### src/design/assert_macros.svh
// ----------------------------------------------------------------------------
// assertion macros
// concurrent checks, compiled out for synthesis
// ----------------------------------------------------------------------------
`ifndef ASSERT_MACROS_SVH
`define ASSERT_MACROS_SVH
`ifndef SYNTHESIS
`define CHK_COMB(lbl, clk, rstn, prop) \
    lbl: assert property (@(posedge clk) disable iff (!rstn) (prop)) \
        else $error("%m: check failed");
`define CHK_NEXT(lbl, clk, rstn, ante, cons) \
    lbl: assert property (@(posedge clk) disable iff (!rstn) (ante) |=> (cons)) \
        else $error("%m: check failed");
`else
`define CHK_COMB(lbl, clk, rstn, prop)
`define CHK_NEXT(lbl, clk, rstn, ante, cons)
`endif
`endif

### src/design/nrdiv_pkg.sv
// ----------------------------------------------------------------------------
// nrdiv_pkg
// shared types, commands and constants of the reciprocal divider
// ----------------------------------------------------------------------------
package nrdiv_pkg;

    localparam int unsigned MAX_ITER  = 16;
    localparam int unsigned ITER_W    = $clog2(MAX_ITER);
    localparam int unsigned SALT_W    = 64;
    localparam int unsigned MOD_BITS  = 8;
    localparam int unsigned MOD_STEPS = SALT_W / MOD_BITS;
    localparam int unsigned MOD_W     = $clog2(MOD_STEPS);

    typedef enum logic [1:0] {
        ST_OK   = 2'd0,
        ST_ZERO = 2'd1,
        ST_FELL = 2'd2
    } status_t;

    typedef enum logic [3:0] {
        MUL_NONE,
        MUL_D_XLO,
        MUL_D_XHI,
        MUL_PLO_XLO,
        MUL_PLO_XHI,
        MUL_PHI_XLO,
        MUL_D_YLO,
        MUL_D_YHI,
        MUL_XLO_A,
        MUL_XHI_A,
        MUL_Q_D
    } mul_sel_t;

    typedef enum logic [1:0] {
        ACC_HOLD,
        ACC_LOAD,
        ACC_ADD_HI
    } acc_op_t;

    typedef enum logic [2:0] {
        RES_HOLD,
        RES_ZERO,
        RES_SHORT,
        RES_FAIL,
        RES_QUOT,
        RES_REM,
        RES_FIX
    } res_op_t;

    typedef enum logic [1:0] {
        X_HOLD,
        X_INIT,
        X_NEXT,
        X_INC_IF
    } x_op_t;

    typedef enum logic [4:0] {
        S_IDLE,
        S_MOD,
        S_CLASS,
        S_DECIDE,
        S_M1,
        S_M2,
        S_M3,
        S_M4,
        S_M5,
        S_M6,
        S_M7,
        S_M8,
        S_SUB,
        S_CHK,
        S_C1,
        S_C2,
        S_C3,
        S_C4,
        S_Q1,
        S_Q2,
        S_Q3,
        S_Q4,
        S_QD1,
        S_QD2,
        S_FIX,
        S_FINISH
    } state_t;

    typedef struct packed {
        logic     load;
        logic     mod_step;
        logic     classify;
        logic     latch_p;
        logic     sub_t;
        x_op_t    x_op;
        mul_sel_t mul_sel;
        acc_op_t  acc_op;
        res_op_t  res_op;
        logic     out_load;
    } cmd_t;

    typedef struct packed {
        logic d_zero;
        logic wide;
        logic fell;
        logic conv;
    } stat_t;

    function automatic logic [5:0] bit_len(input logic [31:0] v);
        logic [5:0] n;
        n = '0;
        for (int i = 0; i < 32; i++) begin
            if (v[i]) begin
                n = 6'(i + 1);
            end
        end
        return n;
    endfunction

endpackage

### src/design/nrdiv_ctrl.sv
// ----------------------------------------------------------------------------
// nrdiv_ctrl
// sequencer for salt reduction, newton steps, corrections and output
// ----------------------------------------------------------------------------
module nrdiv_ctrl (
    input  logic                aclk,
    input  logic                aresetn,
    input  logic                s_tvalid,
    output logic                s_tready,
    output logic                m_tvalid,
    input  logic                m_tready,
    input  nrdiv_pkg::stat_t    stat,
    output nrdiv_pkg::cmd_t     cmd
);

    nrdiv_pkg::state_t                 state_reg, state_next;
    logic [nrdiv_pkg::MOD_W-1:0]       mod_cnt_reg, mod_cnt_next;
    logic [nrdiv_pkg::ITER_W-1:0]      iter_reg, iter_next;
    logic                              out_valid_reg, out_valid_next;

    always_ff @(posedge aclk) begin
        if (!aresetn) begin
            state_reg     <= nrdiv_pkg::S_IDLE;
            mod_cnt_reg   <= '0;
            iter_reg      <= '0;
            out_valid_reg <= 1'b0;
        end else begin
            state_reg     <= state_next;
            mod_cnt_reg   <= mod_cnt_next;
            iter_reg      <= iter_next;
            out_valid_reg <= out_valid_next;
        end
    end

    assign s_tready = (state_reg == nrdiv_pkg::S_IDLE);
    assign m_tvalid = out_valid_reg;

    always_comb begin
        state_next     = state_reg;
        mod_cnt_next   = mod_cnt_reg;
        iter_next      = iter_reg;
        out_valid_next = out_valid_reg && !m_tready;
        cmd            = '0;
        unique case (state_reg)
            nrdiv_pkg::S_IDLE: begin
                if (s_tvalid) begin
                    cmd.load     = 1'b1;
                    mod_cnt_next = '0;
                    state_next   = nrdiv_pkg::S_MOD;
                end
            end
            nrdiv_pkg::S_MOD: begin
                cmd.mod_step = 1'b1;
                mod_cnt_next = mod_cnt_reg + 1'b1;
                if (mod_cnt_reg == nrdiv_pkg::MOD_W'(nrdiv_pkg::MOD_STEPS - 1)) begin
                    state_next = nrdiv_pkg::S_CLASS;
                end
            end
            nrdiv_pkg::S_CLASS: begin
                cmd.classify = 1'b1;
                state_next   = nrdiv_pkg::S_DECIDE;
            end
            nrdiv_pkg::S_DECIDE: begin
                priority if (stat.d_zero) begin
                    cmd.res_op = nrdiv_pkg::RES_ZERO;
                    state_next = nrdiv_pkg::S_FINISH;
                end else if (stat.wide) begin
                    cmd.res_op = nrdiv_pkg::RES_SHORT;
                    state_next = nrdiv_pkg::S_FINISH;
                end else begin
                    cmd.x_op   = nrdiv_pkg::X_INIT;
                    iter_next  = '0;
                    state_next = nrdiv_pkg::S_M1;
                end
            end
            nrdiv_pkg::S_M1: begin
                cmd.mul_sel = nrdiv_pkg::MUL_D_XLO;
                state_next  = nrdiv_pkg::S_M2;
            end
            nrdiv_pkg::S_M2: begin
                cmd.mul_sel = nrdiv_pkg::MUL_D_XHI;
                cmd.acc_op  = nrdiv_pkg::ACC_LOAD;
                state_next  = nrdiv_pkg::S_M3;
            end
            nrdiv_pkg::S_M3: begin
                cmd.acc_op = nrdiv_pkg::ACC_ADD_HI;
                state_next = nrdiv_pkg::S_M4;
            end
            nrdiv_pkg::S_M4: begin
                cmd.latch_p = 1'b1;
                state_next  = nrdiv_pkg::S_M5;
            end
            nrdiv_pkg::S_M5: begin
                cmd.mul_sel = nrdiv_pkg::MUL_PLO_XLO;
                state_next  = nrdiv_pkg::S_M6;
            end
            nrdiv_pkg::S_M6: begin
                cmd.mul_sel = nrdiv_pkg::MUL_PLO_XHI;
                cmd.acc_op  = nrdiv_pkg::ACC_LOAD;
                state_next  = nrdiv_pkg::S_M7;
            end
            nrdiv_pkg::S_M7: begin
                cmd.mul_sel = nrdiv_pkg::MUL_PHI_XLO;
                cmd.acc_op  = nrdiv_pkg::ACC_ADD_HI;
                state_next  = nrdiv_pkg::S_M8;
            end
            nrdiv_pkg::S_M8: begin
                cmd.acc_op = nrdiv_pkg::ACC_ADD_HI;
                state_next = nrdiv_pkg::S_SUB;
            end
            nrdiv_pkg::S_SUB: begin
                cmd.sub_t  = 1'b1;
                state_next = nrdiv_pkg::S_CHK;
            end
            nrdiv_pkg::S_CHK: begin
                priority if (stat.fell) begin
                    cmd.res_op = nrdiv_pkg::RES_FAIL;
                    state_next = nrdiv_pkg::S_FINISH;
                end else if (stat.conv) begin
                    state_next = nrdiv_pkg::S_C1;
                end else if (iter_reg == nrdiv_pkg::ITER_W'(nrdiv_pkg::MAX_ITER - 1)) begin
                    cmd.res_op = nrdiv_pkg::RES_FAIL;
                    state_next = nrdiv_pkg::S_FINISH;
                end else begin
                    cmd.x_op   = nrdiv_pkg::X_NEXT;
                    iter_next  = iter_reg + 1'b1;
                    state_next = nrdiv_pkg::S_M1;
                end
            end
            nrdiv_pkg::S_C1: begin
                cmd.mul_sel = nrdiv_pkg::MUL_D_YLO;
                state_next  = nrdiv_pkg::S_C2;
            end
            nrdiv_pkg::S_C2: begin
                cmd.mul_sel = nrdiv_pkg::MUL_D_YHI;
                cmd.acc_op  = nrdiv_pkg::ACC_LOAD;
                state_next  = nrdiv_pkg::S_C3;
            end
            nrdiv_pkg::S_C3: begin
                cmd.acc_op = nrdiv_pkg::ACC_ADD_HI;
                state_next = nrdiv_pkg::S_C4;
            end
            nrdiv_pkg::S_C4: begin
                cmd.x_op   = nrdiv_pkg::X_INC_IF;
                state_next = nrdiv_pkg::S_Q1;
            end
            nrdiv_pkg::S_Q1: begin
                cmd.mul_sel = nrdiv_pkg::MUL_XLO_A;
                state_next  = nrdiv_pkg::S_Q2;
            end
            nrdiv_pkg::S_Q2: begin
                cmd.mul_sel = nrdiv_pkg::MUL_XHI_A;
                cmd.acc_op  = nrdiv_pkg::ACC_LOAD;
                state_next  = nrdiv_pkg::S_Q3;
            end
            nrdiv_pkg::S_Q3: begin
                cmd.acc_op = nrdiv_pkg::ACC_ADD_HI;
                state_next = nrdiv_pkg::S_Q4;
            end
            nrdiv_pkg::S_Q4: begin
                cmd.res_op = nrdiv_pkg::RES_QUOT;
                state_next = nrdiv_pkg::S_QD1;
            end
            nrdiv_pkg::S_QD1: begin
                cmd.mul_sel = nrdiv_pkg::MUL_Q_D;
                state_next  = nrdiv_pkg::S_QD2;
            end
            nrdiv_pkg::S_QD2: begin
                cmd.res_op = nrdiv_pkg::RES_REM;
                state_next = nrdiv_pkg::S_FIX;
            end
            nrdiv_pkg::S_FIX: begin
                cmd.res_op = nrdiv_pkg::RES_FIX;
                state_next = nrdiv_pkg::S_FINISH;
            end
            nrdiv_pkg::S_FINISH: begin
                if (!out_valid_reg || m_tready) begin
                    cmd.out_load   = 1'b1;
                    out_valid_next = 1'b1;
                    state_next     = nrdiv_pkg::S_IDLE;
                end
            end
            default: begin
                state_next = nrdiv_pkg::S_IDLE;
            end
        endcase
    end

endmodule

### config.mk
export PLATFORM = sky130hd
export DESIGN_NAME = nrdiv_ctrl
export DESIGN_NICKNAME = d
export VERILOG_FILES = /design/src/design/assert_macros.svh /design/src/design/nrdiv_pkg.sv /design/src/design/nrdiv_ctrl.sv
export SDC_FILE = /design/constraint.sdc
export NUM_CORES = 1
export LEC_CHECK = 0
export BUFFER_PORTS_ARGS = -buffer_cell sky130_fd_sc_hd__clkbuf_2
export CAP_MARGIN = 20
export CORE_MARGIN = 4
export CORE_UTILIZATION = 50
export CTS_BUF_LIST = sky130_fd_sc_hd__clkbuf_8
export DETAILED_ROUTE_END_ITERATION = 8
export PLACE_DENSITY = 0.85
export REMOVE_ABC_BUFFERS = 1
export SYNTH_ARGS = -nofsm -noshare
export SYNTH_HDL_FRONTEND = slang
export SYNTH_SLANG_ARGS = --single-unit
### constraint.sdc
create_clock -name aclk -period 1.5 [get_ports aclk]
set_input_delay 0.075 -clock aclk [delete_from_list [all_inputs] [get_ports aclk]]
set_output_delay 0.075 -clock aclk [all_outputs]
set_load 0.01 [all_outputs]
==> impl_metrics.toml, run 1 <==
[status]
status = "aborted with a tool error"
lastStage = "5_1_grt"
error = "[ERROR DPL-0038] Utilization greater than 100%, impossible to legalize"

[yosys]
ys_seq_area_frac = 0.232
ys_ff_latch = 13
synthCells = 160
ys_warn_count = 0
avgSynthCellArea_um2 = 7.02
synth_edf_count = 0
synthesis.area_um2 = 1120
ys.flop_type = "dfxtp_1"
ys_types = 45
synth-async-reset-ratio = 0

[clocking]
hold_buffers = 0
clock_path_buffers = 2
cts_made_buffers = 3
root_buffer = "clkbuf_8"
cts_max_level = 1
cts.sinks = 13

[timing]
worst_path_end_type = "primary output"
worst_endpoint = "cmd[2]"

[place]
gp_congestion = 0.981
hpwl_mm = 2.84
dpl_worst_slack_ns = -0.232
place_area_um2 = 1500
place.port_buffers = 26

[global_routing]
grt_max_degree = 12

[die]
io_pins = 27
start_util = 0.550
die_y_um = 55.4
die_w_um = 55.4
num_rows = 16
==> metrics by stage <==
stage	setup TNS (ns)	util	cells
after floorplan	-1.07	-	149
after global placement	-0.367	0.733	235
after detailed placement	-1.14	0.733	235
after CTS	-1.58	0.953	260
==> cells in the mapped netlist (2+ instances only) <==
master | number | share of area
nor2_1 | 21 | 0.070
nand2_1 | 18 | 0.060
a21oi_1 | 13 | 0.058
dfxtp_1 | 13 | 0.23
nor3_1 | 10 | 0.045
buf_2 | 7 | 0.031
o21ai_0 | 7 | 0.031
inv_1 | 5 | 0.017
nand3_1 | 5 | 0.022
nor2b_1 | 5 | 0.028
a22oi_1 | 3 | 0.020
buf_1 | 3 | 0.010
ha_1 | 3 | 0.033
nand2b_1 | 3 | 0.017
nand4_1 | 3 | 0.017
o21a_1 | 3 | 0.020
o31ai_1 | 3 | 0.020
xor2_1 | 3 | 0.023
a211oi_1 | 2 | 0.013
a31oi_1 | 2 | 0.011
nor4_1 | 2 | 0.011
o22ai_1 | 2 | 0.011
or3_1 | 2 | 0.011
==> kinds of logic after synthesis <==
family | count (synthesis) | synth area share
adder cells (fa/ha/maj) | 3 | 0.0334
AO/OA/AOI/OAI | 44 | 0.259
buffers and inverters | 17 | 0.0646
XOR/XNOR | 4 | 0.0312
multiplexers | 1 | 0.00891
AND/OR/NAND/NOR | 78 | 0.371
flip-flops | 13 | 0.232
==> timing repair <==
action	CTS
resized for setup	55
setup endpoints to repair	24
gates cloned	2
buffers inserted	20
pin swaps	18
==> run 2, diff against run 1 <==
- CORE_AREA: unset -> 4 4 65 67
- CORE_MARGIN: 4 -> unset
- CORE_UTILIZATION: 50 -> unset
- CTS_BUF_LIST: sky130_fd_sc_hd__clkbuf_8 -> unset
- DIE_AREA: unset -> 0 0 69 71
- PLACE_DENSITY: 0.85 -> unset
- PLACE_DENSITY_LB_ADDON: unset -> 0.15
- clock period: 1.5 -> 2 ns (I/O delays scaled with it)
==> run 2 against run 1 <==
  * The run now ends clean
  * Synthesized cell count stayed put
  * Area after synthesis is the same
==> impl_metrics.toml, run 2 <==
[route]
drc = 0
drt_iter0_markers = 69
firstDrtPassIters = 4
post_drt_wl_per_cell_um = 13.8
routed_wl_mm = 3.28
ant_nets = 0
num_vias = 1274
via_per_inst = 5.38

[setup_path]
reg2reg_to = "iter_reg[3]"
crit_required_ns = 1.90
crit_start = "iter_reg[0]"
end_kind = "primary output"
max_stage_delay_ns = 0.37
cp_slowest_cell = "dfxtp_1"
reg2reg_setup_slack_ns = 0.28
arrival_ns = 1.74
critPathLaunchType = "flip-flop"
critPathMaxFanout = 4
critPathKind = "flip-flop to primary output"
r2r_start = "iter_reg[0]"
r2r_cells = 6
critical_path.cell_chain = "ha_1 -> nand3_1 -> o21a_1 -> or3_4 -> o31ai_1 -> clkbuf_2"

[timing]
max_slew_margin = 0.669
report.final.slew_viol_count = 0
tightest_slew_ns = 0.492
finalSetupViolations = 0
fin_crit_sh = 0.920
finalCriticalPeriod_ns = 1.84
worst_slack_ns = 0.160
hold_viol_final = 0
fin_setup_tns_ns = 0
fin_skew_ns = 0.00255
rsz0062_at_grt = "false"
max_freq_mhz = 543

[final_layout]
finalInstanceArea_um2 = 1390
layout.nets = 201
antenna_cells = 0
n_fill_cell = 415
final_common_cell = "clkbuf_2"
mostFrequentLayoutCells = "26 x clkbuf_2, 21 x nor2_1, 18 x nand2_1"
largest_reg_flops = 5
drive_above_1_share = 0.259
syn_to_final_growth_pct = 23.8

[pwr]
max-vdd-ir-drop_mv = 0.549
powerDensity_nw_per_um2 = 926
p_leak_nw = 0.574

[job]
max_cap_viol_count = 0

[hold_path]
min_from = "aresetn"
hold_path_end = "state_reg[0]"
hold_depth = 2
hold_class = "primary input to flip-flop"

[yosys]
avgSynthCellArea_um2 = 7.02
yosys-top-cells-area = "dfxtp_1 23%, nor2_1 7.0%, nand2_1 6.0%"
synth_top_area_frac = 0.232
synth-simple-area-share = 0.371
ys_types = 45
ys.flop_type = "dfxtp_1"
ys_warn_count = 0
synthMuxAreaShare = 0.00891
ys_ff_latch = 13
synthCells = 160
ys_seq_area_frac = 0.232
synth_edf_count = 0
synth_compound_area_frac = 0.259
ys_top_cells_by_count = "21 x nor2_1, 18 x nand2_1, 13 x a21oi_1, 13 x dfxtp_1, 10 x nor3_1"
yosysMostFrequentCell = "nor2_1"
synth_xor_area_frac = 0.0312
synth_top_family_by_area = "simple AND/OR/NAND/NOR gates"
synthesis.area_um2 = 1120
synth.largest_area_cell = "dfxtp_1"
synth-async-reset-ratio = 0
synth_fa_ha_area_frac = 0.0334

[place]
gp_congestion = 0.781
place_area_um2 = 1340
dpl_worst_slack_ns = 0.288
place.port_buffers = 26
hpwl_mm = 2.61

[clocking]
cts_max_level = 1
cts.sinks = 13
cts_made_buffers = 3
clock_latency_ns = 0.24
post_cts.repair.setup_buffers = 0
tritoncts = "done"
root_buffer = "clkbuf_8"
cts.clk_slew.worst_paths_ns = 0.05
clock_path_buffers = 2

[die]
io_pins = 27
fp.dieArea_um2 = 4900
die_y_um = 71
start_util = 0.309
coreArea_um2 = 3630
num_rows = 22
die_w_um = 69

[global_routing]
globalRouteTotalUtil = 0.134
overflow = 0
grt_max_degree = 16
grt_pass1_vias = 1192
grt_pass1_wl_mm = 5.44
antenna_found_initial = 0

[status]
status = "complete, no violations"
-- run 2: cells by family (layout without fill, tap and decap cells) --
group | Yosys count | count (layout)
buf+inv | 17 | 46
xor+xnor | 4 | 4
compound gates | 44 | 44
fa+ha+maj | 3 | 3
mux | 1 | 1
flops | 13 | 13
simple gates | 78 | 78
-- run 2: cell type report --
type                       count  area [µm²]  share of cell area
timing repair buffer          36         205               0.147
multi-input combinational    130         791               0.568
clock buffer                   4        45.0              0.0324
inverter                       6        26.3              0.0189
tap                           48        60.1              0.0432
sequential                    13         264               0.190
-- run 2: worst max path at each step --
| stage | end | slack [ns] |
|---|---|---|
| 6_report | cmd[1] | 0.16 |
| 4_1_cts | cmd[0] | 0.07 |
| 5_1_grt | cmd[2] | 0.02 |
| 3_5_place_dp | iter_reg[3] | 0.29 |
| 2_1_floorplan | state_reg[0] | 0.25 |
| 3_3_place_gp | iter_reg[0] | 0.34 |
-- run 2: routing by layer --
| layer | vias to the layer above | share of wire | track usage |
|---|---|---|---|
| li1 | 639 | - | - |
| met1 | 599 | 0.46 | 0.162 |
| met2 | 34 | 0.48 | 0.237 |
| met3 | 2 | 0.058 | 0.0327 |
| met4 | 0 | 0.0027 | 0.0347 |
| met5 | - | 0 | 0 |
-- run 2: what timing repair did --
action                                  in CTS  in global routing
hold endpoints to repair                     0                  0
gates resized for setup                      0                  4
endpoints found under the setup margin       0                  6
hold buffers                                 0                  0
-- run 2: power by group --
group	switching (W)	internal [W]
sequential	0.0000716	0.000296
combinational	0.000408	0.000286
clock	0.0000870	0.000140
-- run 2: metrics by stage --
stage	util	std cells	total power, W	hold slack, ns
floorplan	-	149	0.000789	0.228
global placement	0.368	233	0.00105	0.374
detailed placement	0.368	233	0.00106	0.387
CTS	0.381	237	0.00129	0.135
global route	0.383	237	0.00139	0.133
finish	0.383	237	0.00129	0.125
-- run 2: worst max-delay path: cells and delay by family (launching register included) --
kind            cells  cell delay (ns)
compound gates      2             0.29
flops               1             0.37
simple gates        2             0.44
buf+inv             1             0.19
fa+ha+maj           1             0.21
(Power assumes the default switching activity.)
